$ cat src/rtl/core/fha_pkg.sv
// ---------------------------------------------------------------------------
// fha_pkg: shared types and codes for the failover history table
// Entry layout, operation and reason codes, and the command that steers the
// row of history cells.
// ---------------------------------------------------------------------------
package fha_pkg;

	localparam int unsigned ID_W  = 64;
	localparam int unsigned SEQ_W = 64;

	localparam logic [2:0] OP_CREATE   = 3'd0;
	localparam logic [2:0] OP_PRUNE    = 3'd1;
	localparam logic [2:0] OP_REMOVE   = 3'd2;
	localparam logic [2:0] OP_ROLLBACK = 3'd3;
	localparam logic [2:0] OP_LOOKUP   = 3'd4;

	localparam logic [1:0] RSN_NONE      = 2'd0;
	localparam logic [1:0] RSN_PURGED    = 2'd1;
	localparam logic [1:0] RSN_NOT_FOUND = 2'd2;
	localparam logic [1:0] RSN_AHEAD     = 2'd3;

	typedef struct packed {
		logic             v;
		logic [ID_W-1:0]  id;
		logic [SEQ_W-1:0] seq;
	} fha_entry_t;

	typedef enum logic [2:0] {
		CELL_HOLD      = 3'd0,
		CELL_ROTATE    = 3'd1,
		CELL_MARK      = 3'd2,
		CELL_SWAP_EVEN = 3'd3,
		CELL_SWAP_ODD  = 3'd4,
		CELL_PUSH      = 3'd5,
		CELL_POP       = 3'd6
	} cell_cmd_t;

	typedef struct packed {
		cell_cmd_t        cmd;
		logic [SEQ_W-1:0] bound;
		fha_entry_t       fresh;
	} fha_ctl_t;

endpackage

$ cat src/rtl/core/fha_cell.sv
// ---------------------------------------------------------------------------
// fha_cell: one history entry
// Holds one entry and trades it with its neighbors as the command asks:
// rotate, mark, odd-even compaction swap, push and pop.
// ---------------------------------------------------------------------------
module fha_cell #(
	parameter int IDX  = 0,
	parameter bit LAST = 1'b0
) (
	input  logic                clk,
	input  logic                arst_n,
	input  fha_pkg::fha_ctl_t   ctl,
	input  logic                keep,
	input  fha_pkg::fha_entry_t left,
	input  fha_pkg::fha_entry_t right,
	output fha_pkg::fha_entry_t ent
);
	import fha_pkg::*;

	localparam bit ODD_POS = (IDX % 2) == 1;

	logic             v_q;
	logic [ID_W-1:0]  id_q;
	logic [SEQ_W-1:0] seq_q;
	fha_entry_t       cur;
	fha_entry_t       nxt;
	logic             ph;
	logic             pair_r;
	logic             pair_l;

	assign cur = {v_q, id_q, seq_q};

	always_comb begin
		nxt    = cur;
		ph     = (ctl.cmd == CELL_SWAP_ODD);
		pair_r = (ODD_POS == ph) && !LAST;
		pair_l = (ODD_POS != ph) && (IDX > 0);
		unique case (ctl.cmd)
			CELL_ROTATE: nxt = right;
			CELL_MARK: begin
				if (cur.seq > ctl.bound) nxt.v = 1'b0;
			end
			CELL_SWAP_EVEN, CELL_SWAP_ODD: begin
				// move a live entry down into a hole; order of live entries holds
				if (pair_r && !cur.v && right.v) nxt = right;
				else if (pair_l && !left.v && cur.v) nxt = left;
			end
			CELL_PUSH: begin
				nxt   = left;
				nxt.v = left.v & keep;
			end
			CELL_POP: begin
				if (LAST) nxt.v = 1'b0;
				else nxt = right;
			end
			default: nxt = cur;
		endcase
	end

	always_ff @(posedge clk or negedge arst_n) begin
		if (!arst_n) v_q <= 1'b0;
		else v_q <= nxt.v;
	end

	always_ff @(posedge clk) begin
		id_q  <= nxt.id;
		seq_q <= nxt.seq;
	end

	assign ent = cur;

endmodule

$ cat config.mk
export PLATFORM = sky130hd
export DESIGN_NAME = fha_cell
export DESIGN_NICKNAME = d
export VERILOG_FILES = /design/src/rtl/core/fha_pkg.sv /design/src/rtl/core/fha_cell.sv
export SDC_FILE = /design/constraint.sdc
export NUM_CORES = 1
export LEC_CHECK = 0
export BUFFER_PORTS_ARGS = -buffer_cell sky130_fd_sc_hd__buf_2
export CAP_MARGIN = 10
export CORE_AREA = 5 5 226 228
export CTS_CLUSTER_DIAMETER = 100
export DETAILED_ROUTE_END_ITERATION = 7
export DIE_AREA = 0 0 231 233
export GPL_TIMING_DRIVEN = 0
export PLACE_DENSITY = 0.48
export REMOVE_ABC_BUFFERS = 1
export SYNTH_ARGS = -nofsm -noshare
export SYNTH_HDL_FRONTEND = slang
export SYNTH_SLANG_ARGS = --single-unit
$ cat constraint.sdc
create_clock -name clk -period 4 [get_ports clk]
set_input_delay 0.4 -clock clk [delete_from_list [all_inputs] [get_ports clk]]
set_output_delay 0.4 -clock clk [all_outputs]
set_load 0.01 [all_outputs]
# ---- Yosys cells after proc, flatten, opt, wreduce, memory -nomap -nowiden
# Index checks and enable logic that the tools add are counted.
dict set report word_totals {
  regBits 129
  input_bits 457
  output_inout_bits 129
  elab_cells 27
}
dict set report op_classes {
  n_lt_le_gt_ge 1
  n_eq_ne 8
  mux 4
  n_bitwise 2
  n_reduce_logical 9
}
# op count
set ops {}
lappend ops {{case mux 128 bit (3 select lines)} 1}
lappend ops {{2-to-1 mux 129 bit} 1}
lappend ops {{greater-than comparator 64 bit} 1}
lappend ops {{equality test 3 bit, second input constant} 3}
lappend ops {{equality test 3 x 2 -> 1 bit, second input constant} 2}
lappend ops {{inequality test 2 bit, second input constant} 2}
lappend ops {{case mux 1 bit (4 select lines)} 1}
lappend ops {{nonzero test 4 bit} 1}
lappend ops {{OR reduction 2 bit} 2}
lappend ops {{equality test 3 x 1 -> 1 bit, second input constant} 1}
lappend ops {{AND reduction 3 bit} 1}
lappend ops {{nonzero test 3 bit} 1}
lappend ops {{logical AND 1 bit} 2}
lappend ops {{AND reduction 2 bit} 1}
lappend ops {{AND 1 bit} 1}
lappend ops {{logical NOT 1 bit} 1}
lappend ops {{2-to-1 mux 1 bit} 1}
lappend ops {{inverter 1 bit} 1}

# ---- Logic depth before layout (Yosys ltp)
# Gate-level depths: netlist (run 1).
dict set report logic_depth {
  depth_word 6
  depth_mapped 9
  mapped_depth_nobuf 9
}

# ---- Worst setup path after synthesis (run 1)
# Ideal clock, no wire load.
dict set report synth_timing {
  kind {input to register}
  from {input right[128] (netlist bit)}
  to {register v_q}
  setup_time_ns 0.069
  t_arrival_ns 4.411
  required_ns 3.931
  path_slack_ns -0.480
  path_stages 7
  n_path_buf 0
  path_cell_list {inv_1 -> o31ai_1 -> a22o_1 -> or2_2 -> nor3_1 -> o2bb2ai_1 -> nor2_2}
}
dict set report synth_via {
  elab_chain_len 3
  elab_cells_between_ends 5
  classes_between {1 x eq/ne; 2 x mux; 2 x reduce/logical}
}
# element line
set synth_lines {}
lappend synth_lines {{from (decl)} fha_cell.sv:15} ;# input fha_pkg::fha_entry_t right,
lappend synth_lines {{logical AND 1 bit} fha_cell.sv:45} ;# if (pair_r && !cur.v && right.v) nxt = right;
lappend synth_lines {{inequality test 2 bit (no line)} n/a}
lappend synth_lines {{AND reduction 3 bit (no line)} n/a}
lappend synth_lines {{to (signal assigned)} fha_cell.sv:62} ;# else v_q <= nxt.v;
lappend synth_lines {{to (decl)} fha_cell.sv:22} ;# logic v_q;
# Several ways; a longest one is shown, not always the timed one. The select of a mux whose other input is x is not followed.
# A chain may end at the register's enable or synchronous reset.

# ---- Worst setup path after layout (run 1)
dict set report layout_timing {
  from {register seq_q[51]}
  to {register v_q}
}
dict set report layout_via {
  elab_chain_len 3
}
# element line
set layout_lines {}
lappend layout_lines {{from (decl)} fha_cell.sv:24} ;# logic [SEQ_W-1:0] seq_q;
lappend layout_lines {{from (signal assigned)} fha_cell.sv:67} ;# seq_q <= nxt.seq;
lappend layout_lines {{greater-than comparator 64 bit} fha_cell.sv:41} ;# if (cur.seq > ctl.bound) nxt.v = 1'b0;
lappend layout_lines {{inequality test 2 bit (no line)} n/a}
lappend layout_lines {{AND reduction 3 bit (no line)} n/a}
# Every way passes these cells.

==> results of run 1 <==
-- critical path, delay by kind of cell, from the launching register on --
kind / cells / cell delay [ns]
fa+ha+maj: 1 / 0.35
compound gates: 2 / 0.27
flops: 1 / 0.41
simple gates: 5 / 1.34
-- where the power goes --
group	internal, mW	total, mW	switching, mW
registers	1.63	1.68	0.0493
logic	0.343	0.715	0.372
clock network	0.971	1.62	0.653
total	2.94	4.02	1.07
-- worst max path at each step --
stage	to	slack, ns	cells past startpoint
floorplan	id_q[0]	-1.09	2
global placement	seq_q[62]	-3.14	3
detailed placement	v_q	1.32	10
CTS	v_q	1.39	8
global route	v_q	1.30	8
finish	v_q	1.54	8
-- cells in the final DEF (no fill, tap or decap), types with 6 or more instances in the layout --
cell type,count
sky130_fd_sc_hd__buf_2,456
sky130_fd_sc_hd__edfxtp_1,128
sky130_fd_sc_hd__mux2_1,120
sky130_fd_sc_hd__inv_1,69
sky130_fd_sc_hd__ha_1,64
sky130_fd_sc_hd__a21oi_1,27
sky130_fd_sc_hd__nand2_1,19
sky130_fd_sc_hd__clkbuf_16,17
sky130_fd_sc_hd__mux2_2,8
sky130_fd_sc_hd__nand4_1,7
sky130_fd_sc_hd__nand3_1,6
sky130_fd_sc_hd__buf_8,6
-- per-layer routing --
metal | global-route usage | part of all wire | vias to the layer above
li1 | - | - | 2880
met1 | 0.114 | 0.41 | 2727
met2 | 0.162 | 0.46 | 291
met3 | 0.0483 | 0.10 | 53
met4 | 0.0451 | 0.025 | 20
met5 | 0 | 0.0042 | -
-- cells by family (layout without fill, tap and decap cells) --
group | Yosys count | count (layout) | synth area share
muxes | 128 | 128 | 0.201
other | 0 | 2 | 0
adders and majority gates | 64 | 64 | 0.112
DFF | 129 | 129 | 0.541
AOI/OAI and AO/OA | 54 | 54 | 0.0476
buffers and inverters | 84 | 566 | 0.0453
and+or+nand+nor | 60 | 60 | 0.0533
-- flip-flops by register name, indices dropped and copies added (netlist names) --
register  count
seq_q        64
id_q         64
v_q           1
-- repair_timing --
item                      4_1_cts  5_1_grt
hold buffers                    1        0
buffers inserted                0        0
hold endpoints to repair        1        0
-- stage by stage --
step           power, mW  setup slack, ns   util  area (sq um)
6_report            4.02             1.54  0.225         10900
5_1_grt             4.25             1.30  0.225         10900
4_1_cts             4.14             1.39  0.225         10900
3_5_place_dp        2.44             1.32  0.212         10300
3_3_place_gp        2.44            -3.14  0.209         10200
2_1_floorplan       2.05            -1.09      -          7090
-- layout make-up --
class,count,area share
Clock buffer,17,0.0389
Antenna cell,2,0.000458
Timing Repair Buffer,466,0.225
Multi-Input combinational cell,306,0.272
Clock inverter,14,0.0151
Sequential cell,129,0.354
Inverter,69,0.0237
Tap cell,622,0.0711
==> run metrics, run 1 <==
flip-flop cell with the highest count after synthesis sky130_fd_sc_hd__edfxtp_1; Crit. End Element register; post-synthesis cell count between 500 and 600; number of detailed-route iterations in the first pass 4; floorplan die height 233 um; Detailed Route WL between 20 and 30 mm; fraction of synthesized cell area taken by the top area cell type 0.537; unrepaired setup endpoints after global routing false; worst hold endpoint id_q[2]; kind of critical path register to register; most used cell along the critical path sky130_fd_sc_hd__nand4_2; register-to-register setup slack 1.54 ns; antenna violations before repair 19; reported leakage power between 5 and 6 nW; count of port buffers added during placement 456; global route overflow 0; number of distinct standard cells referenced by the synthesized netlist 44; endpoint of the most critical register-to-register path v_q; Synth Cell Area approximately 7200 sq um; clock transition at the registers of the reported paths 0.06 ns; startpoint types register; top-count cell post-synth sky130_fd_sc_hd__edfxtp_1; Area contributors post-synth sky130_fd_sc_hd__edfxtp_1 (54%), sky130_fd_sc_hd__mux2_1 (19%), sky130_fd_sc_hd__ha_1 (11%), sky130_fd_sc_hd__inv_1 (3.6%), sky130_fd_sc_hd__a21oi_1 (1.9%); number of endpoints with negative hold slack in the final report 0; number of buffers on the longest clock path 2; routability congestion estimate roughly 0.87; FILL cells around 5300; Final Critical Period approximately 2.5 ns; synth cell count leaders sky130_fd_sc_hd__edfxtp_1 (128), sky130_fd_sc_hd__mux2_1 (120), sky130_fd_sc_hd__inv_1 (69); instance count along the most critical hold path 2; maximum number of pins on one net before global-route repair 64; startpoint of the worst hold path left[66]; class of the most critical hold timing path primary input to register; maximum vdd ir drop 0.249 mV; cell type with the largest total area after synthesis sky130_fd_sc_hd__edfxtp_1; timing-limited maximum frequency a little over 400 MHz; # DRC 0; number of vias per cell after detailed routing around 3.7; number of non-filler instances in the completed layout ~1600; Fin Clk Skew slightly below 0.008 ns; RR Startpoint seq_q[51]; Final ANT Viol Nets 0; EDFF count, synth approximately 130; insertion delay of the later-clocked pin in the worst-skew pair between 0.4 and 0.5 ns; worst relative slew slack 0.594; clock buffer count from CTS 17; mean area per synthesized cell roughly 14 sq um; largest incremental delay on the critical path approximately 0.45 ns; number of cells on the worst reg-to-reg path 8; actual transition at the worst max-transition pin about 0.6 ns; Pwr Density 367 nW/um^2; share of synthesized flip-flops with an asynchronous set or reset 0.00775; H-tree Lvls 4; std cell rows a little over 80; clock tree from TritonCTS yes; area used by sequential logic in the layout between 3000 and 4000 sq um; sequential area share after synthesis 0.541; signal arrival time at the worst endpoint between 2 and 3 ns; cell chain of the critical path ha_1, nand4_2, nor4_4, nand4_2, nor4_2, a211oi_2, o2bb2ai_1, nor2_2; number of global-route vias before repair approximately 6600; max_cap viols 0; effective utilization at floorplan 0.147; area of the core 48600 sq um; worst hold margin between 0.2 and 0.25 ns; Avg WL per Cell between 15 and 20 um; total setup violations reported at the end of the flow 0; fin. max-slew vios 0; I/O pin total 586; startpoint of the most critical setup path seq_q[51]; YS warnings 0; HPWL after detailed placement about 23 mm; global-route wire length before repair 39.3 mm; floorplan die width between 200 and 250 um; DRC marker count from the first detailed-route iteration 160; Sinks on Clock Net 129; post-CTS resize count 0; run status completed; largest driver fanout on the critical path 4; Total Routing Usage GR 0.101; area of combinational cells with multiple inputs about 3000 sq um; required time reported for the critical path endpoint 4.40 ns; Area growth, synth to finish 52.8%; synthesis-stage register bit count 129; floorplan die area about 54000 sq um; fraction of final layout cells with drive strength greater than 1 0.517; cell total after placement between 1500 and 2000; Root Driver sky130_fd_sc_hd__clkbuf_16; total via count after detailed routing around 6000; CP max-delay cell sky130_fd_sc_hd__nor4_4; number of nets in the layout around 1500; part of the cycle the worst path needs 0.615; setup TNS 0 ns
Power figures use the tool's default switching activity.
==> run 2, diff against run 1 <==
Settings changed: CORE_AREA 5 5 226 228 to 5 5 228 230, DIE_AREA 0 0 231 233 to 0 0 233 235, PLACE_DENSITY 0.48 to 0.46.
Clock period 4 ns to 2.5 ns, I/O delays scaled along.
==> run metrics, run 2 (synthesis results as in run 1) <==
total chip power 6.31 mW; cell chain of the critical path ha_1, nand4_1, nor2_1, o2bb2ai_1, or4_4, a211oi_4, o2bb2ai_1, nor2_2; class of the most critical hold timing path primary input to register; run status completed; I/O pin total around 600; met1 track demand over resource in global routing 0.119; most used cell along the critical path sky130_fd_sc_hd__o2bb2ai_1; Total Routing Usage GR 0.101; commonest non-fill, non-tap cell in the layout sky130_fd_sc_hd__buf_2; Root Driver sky130_fd_sc_hd__clkbuf_16; Final Critical Period 2.34 ns; largest driver fanout on the critical path 3; number of global-route vias before repair 6397; Final ANT Viol Nets 0; sequential share of power 0.426; number of vias per cell after detailed routing approximately 3.6; area of the core between 40000 and 50000 sq um; relative contribution of combinational cells to total power 0.181; required time reported for the critical path endpoint around 2.9 ns; Fin Clk Skew around 0.021 ns; met2 usage in global routing 0.162; family of cells with the greatest summed delay on the critical path simple AND/OR/NAND/NOR gates; kind of critical path register to register; worst hold margin between 0.05 and 0.06 ns; layer carrying the most global-route usage met2; number of endpoints with negative hold slack in the final report 0; actual transition at the worst max-transition pin approximately 0.51 ns; routability congestion estimate ~0.82; number of buffers on the longest clock path 2; Avg WL per Cell around 17 um; count of port buffers added during placement between 400 and 500; register-to-register setup slack between 0.15 and 0.2 ns; startpoint types register; floorplan die area between 50000 and 60000 sq um; final setup slack of the worst path between 0.15 and 0.2 ns; # DRC 0; clock buffer count from CTS 17; DRC marker count from the first detailed-route iteration 160; antenna violations before repair 16; met3 track utilization from global routing 0.0458; startpoint of the most critical setup path seq_q[12]; number of detailed-route iterations in the first pass 4; Pwr Density roughly 570 nW/um^2; max_cap viols 0; signal arrival time at the worst endpoint approximately 2.7 ns; part of the cycle the worst path needs 0.935; endpoint of the most critical register-to-register path v_q; fraction of final layout cells with drive strength greater than 1 0.519; clock transition at the registers of the reported paths 0.07 ns; total setup violations reported at the end of the flow 0; maximum vdd ir drop 0.398 mV; number of nets in the layout about 1500; Crit. End Element register; reported leakage power ~5.0 nW; timing-limited maximum frequency ~430 MHz; total via count after detailed routing ~6000; HPWL after detailed placement approximately 24 mm; RR Startpoint seq_q[12]; Detailed Route WL about 28 mm; net load switching power between 1.5 and 2 mW; maximum number of pins on one net before global-route repair 64; Area growth, synth to finish 53.7%; utilization after layout 0.222; Clk pwr share 0.392; floorplan die width ~230 um; Sinks on Clock Net roughly 130; cell depth of the worst setup path 8; global route overflow 0; H-tree Lvls 4; worst setup slack before clock tree synthesis -0.0313 ns; global-route wire length before repair 39.8 mm; clock tree from TritonCTS yes; CP Buf/Inv Count 0; floorplan die height ~240 um; largest incremental delay on the critical path roughly 0.56 ns; fin. max-slew vios 0; commonest non-fill, non-tap cells in the layout sky130_fd_sc_hd__buf_2 (456), sky130_fd_sc_hd__edfxtp_1 (128), sky130_fd_sc_hd__mux2_1 (120); effective utilization at floorplan 0.144; setup TNS 0 ns; insertion delay of the later-clocked pin in the worst-skew pair ~0.48 ns; largest registers id_q (64), seq_q (64), v_q (1); std cell rows 82; CP max-delay cell sky130_fd_sc_hd__or4_4; number of cells on the worst reg-to-reg path 8; Worst setup endpoint v_q; worst relative slew slack 0.657; switching share of power 0.282; Int Power roughly 4.5 mW
==> run 2: power by group through the flow <==
stage	Sequential, mW	Combinational, mW	Clock, mW
after floorplan	2.82	0.454	0
after global placement	2.77	1.15	0
after detailed placement	2.74	1.17	0
after CTS	2.69	1.18	2.61
after global routing	2.71	1.28	2.69
final	2.69	1.14	2.47
==> run 2: per-layer routing <==
metal	wire, um	vias up
met2	12800	296
met5	98	-
met3	2940	37
met1	11600	2732
met4	434	18
li1	-	2891
==> run 2: repair_timing <==
action                                  in CTS  in global routing
pin swaps                                    1                  0
buffers inserted                             2                  0
hold endpoints to repair                     1                  0
hold buffers                                 1                  0
endpoints found under the setup margin       1                  1
resized for setup                            1                  4
==> run 2: worst min path at each step <==
stage	slack [ns]	cells after the start	from	to
3_3_place_gp	0.03	1	arst_n	v_q
3_5_place_dp	0.03	1	arst_n	v_q
4_1_cts	0.002	2	left[48]	seq_q[48]
2_1_floorplan	-0.05	0	arst_n	v_q
5_1_grt	0.02	2	left[117]	id_q[53]
6_report	0.06	2	left[83]	id_q[19]
==> run 2: cell type report <==
class,count,area [sq um]
clock buffers,17,425
multi-input cells,306,3000
clock inverters,15,133
fillers,5437,38700
flip-flops and latches,129,3870
diodes,2,5.00
repair buffers,468,2470
well taps,672,841
inverters,69,259
==> run 2: metrics by stage <==
step                      instance area, sq um  instances
final                                    11000       1678
after global routing                     11000       1676
after CTS                                11000       1676
after detailed placement                 10400       1641
after global placement                   10200       1632
after floorplan                           7090        504
==> run 3, diff against run 2 <==
Settings changed: PLACE_DENSITY 0.46 to 0.4.
==> run metrics, run 3 (synthesis results as in run 1) <==
run status completed; signal arrival time at the worst endpoint about 2.8 ns; Final ANT Viol Nets 0; utilization after layout 0.222; commonest non-fill, non-tap cell in the layout sky130_fd_sc_hd__buf_2; H-tree Lvls 4; worst hold margin between 0.05 and 0.06 ns; area of the core 49700 sq um; total via count after detailed routing between 5000 and 6000; largest driver fanout on the critical path 3; number of detailed-route iterations in the first pass 4; class of the most critical hold timing path primary input to register; number of vias per cell after detailed routing 3.53; worst relative slew slack 0.494; total chip power 6.52 mW; insertion delay of the later-clocked pin in the worst-skew pair 0.48 ns; effective utilization at floorplan 0.144; Int Power 4.73 mW; clock tree from TritonCTS yes; relative contribution of combinational cells to total power 0.176; std cell rows 82; required time reported for the critical path endpoint between 2 and 3 ns; final setup slack of the worst path about 0.042 ns; largest registers id_q (64), seq_q (64), v_q (1); fin. max-slew vios 0; timing-limited maximum frequency 407 MHz; number of endpoints with negative hold slack in the final report 0; Detailed Route WL around 29 mm; buffers inserted by post-CTS timing repair 0; number of global-route vias before repair ~6400; sequential share of power 0.412; total setup violations reported at the end of the flow 0; kind of critical path register to register; HPWL after detailed placement 24.3 mm; # DRC 0; Avg WL per Cell ~17 um; DRC marker count from the first detailed-route iteration 124; Total Routing Usage GR 0.103; clock buffer count from CTS 17; Sinks on Clock Net around 130; floorplan die area 54800 sq um; setup TNS 0 ns; switching share of power 0.275; worst setup slack before clock tree synthesis -0.136 ns; global route overflow 0; actual transition at the worst max-transition pin around 0.76 ns; startpoint types register; Fin Clk Skew between 0.01 and 0.015 ns; floorplan die width around 230 um; commonest non-fill, non-tap cells in the layout sky130_fd_sc_hd__buf_2 (456), sky130_fd_sc_hd__edfxtp_1 (128), sky130_fd_sc_hd__mux2_1 (120); maximum vdd ir drop between 0.4 and 0.5 mV; global-route wire length before repair between 40 and 50 mm; Final Critical Period roughly 2.5 ns; Pwr Density a little under 600 nW/um^2; net load switching power approximately 1.8 mW; routability congestion estimate 0.886; fraction of final layout cells with drive strength greater than 1 0.518; reported leakage power 5.04 nW; part of the cycle the worst path needs 0.983; Area growth, synth to finish 54.1%; maximum number of pins on one net before global-route repair 64; number of nets in the layout around 1500; Root Driver sky130_fd_sc_hd__clkbuf_16; number of buffers on the longest clock path 2; max_cap viols 0; count of port buffers added during placement about 460; Clk pwr share 0.412; floorplan die height roughly 240 um; unrepaired setup endpoints after global routing true; I/O pin total 586; antenna violations before repair 18; Crit. End Element register; clock transition at the registers of the reported paths ~0.070 ns
run 3: worst paths after layout:
kind | start | endpoint | slack [ns] | depth (start not counted)
min in group asynchronous | arst_n | v_q | 0.12 | 2
worst min register to register | v_q | v_q | 0.70 | 3
worst max-delay path | seq_q[14] | v_q | 0.04 | 8
worst min-delay path | left[109] | id_q[45] | 0.05 | 2
worst max register to register | seq_q[14] | v_q | 0.04 | 8
max in group asynchronous | arst_n | v_q | 2.29 | 2
run 3: stage by stage:
stage / instance area (sq um) / cells
after floorplan: 7090 / 504
after global placement: 10200 / 1632
after detailed placement: 10400 / 1641
after CTS: 11000 / 1673
after global routing: 11000 / 1674
final: 11000 / 1674
run 3: layer usage:
metal | share of wire | track usage | vias up | routed length, um
met5 | 0.0056 | 0 | - | 160
met4 | 0.020 | 0.0360 | 24 | 563
met3 | 0.11 | 0.0557 | 48 | 3100
met2 | 0.47 | 0.166 | 294 | 13300
met1 | 0.40 | 0.116 | 2659 | 11400
li1 | - | - | 2883 | -
run 3: what timing repair did:
item | 4_1_cts | 5_1_grt
hold buffers | 1 | 0
pin swaps | 0 | 0
endpoints found under the setup margin | 1 | 1
hold endpoints to repair | 1 | 0
resized for setup | 2 | 0
run 3: power groups by stage:
stage	sequential (mW)	clock [mW]	combinational [mW]
2_1_floorplan	2.82	0	0.454
3_3_place_gp	2.77	0	1.16
3_5_place_dp	2.74	0	1.17
4_1_cts	2.70	2.82	1.18
5_1_grt	2.71	2.88	1.28
6_report	2.69	2.69	1.15
run 3: layout make-up:
cell class | count | area [sq um]
Clock inverter | 14 | 181
Antenna cell | 1 | 2.50
Timing Repair Buffer | 466 | 2460
Clock buffer | 17 | 425
Fill cell | 5479 | 38600
Sequential cell | 129 | 3870
Inverter | 69 | 259
Multi-Input combinational cell | 306 | 2990
Tap cell | 672 | 841
run 3: worst max-delay path, stage by stage, from the launching register on:
cell	delay, ns
sky130_fd_sc_hd__edfxtp_1	0.40
sky130_fd_sc_hd__ha_1	0.34
sky130_fd_sc_hd__nand4_1	0.19
sky130_fd_sc_hd__nor2_1	0.06
sky130_fd_sc_hd__o2bb2ai_1	0.13
sky130_fd_sc_hd__or4_4	0.55
sky130_fd_sc_hd__a211oi_2	0.44
sky130_fd_sc_hd__o2bb2ai_1	0.19
sky130_fd_sc_hd__nor2_2	0.05
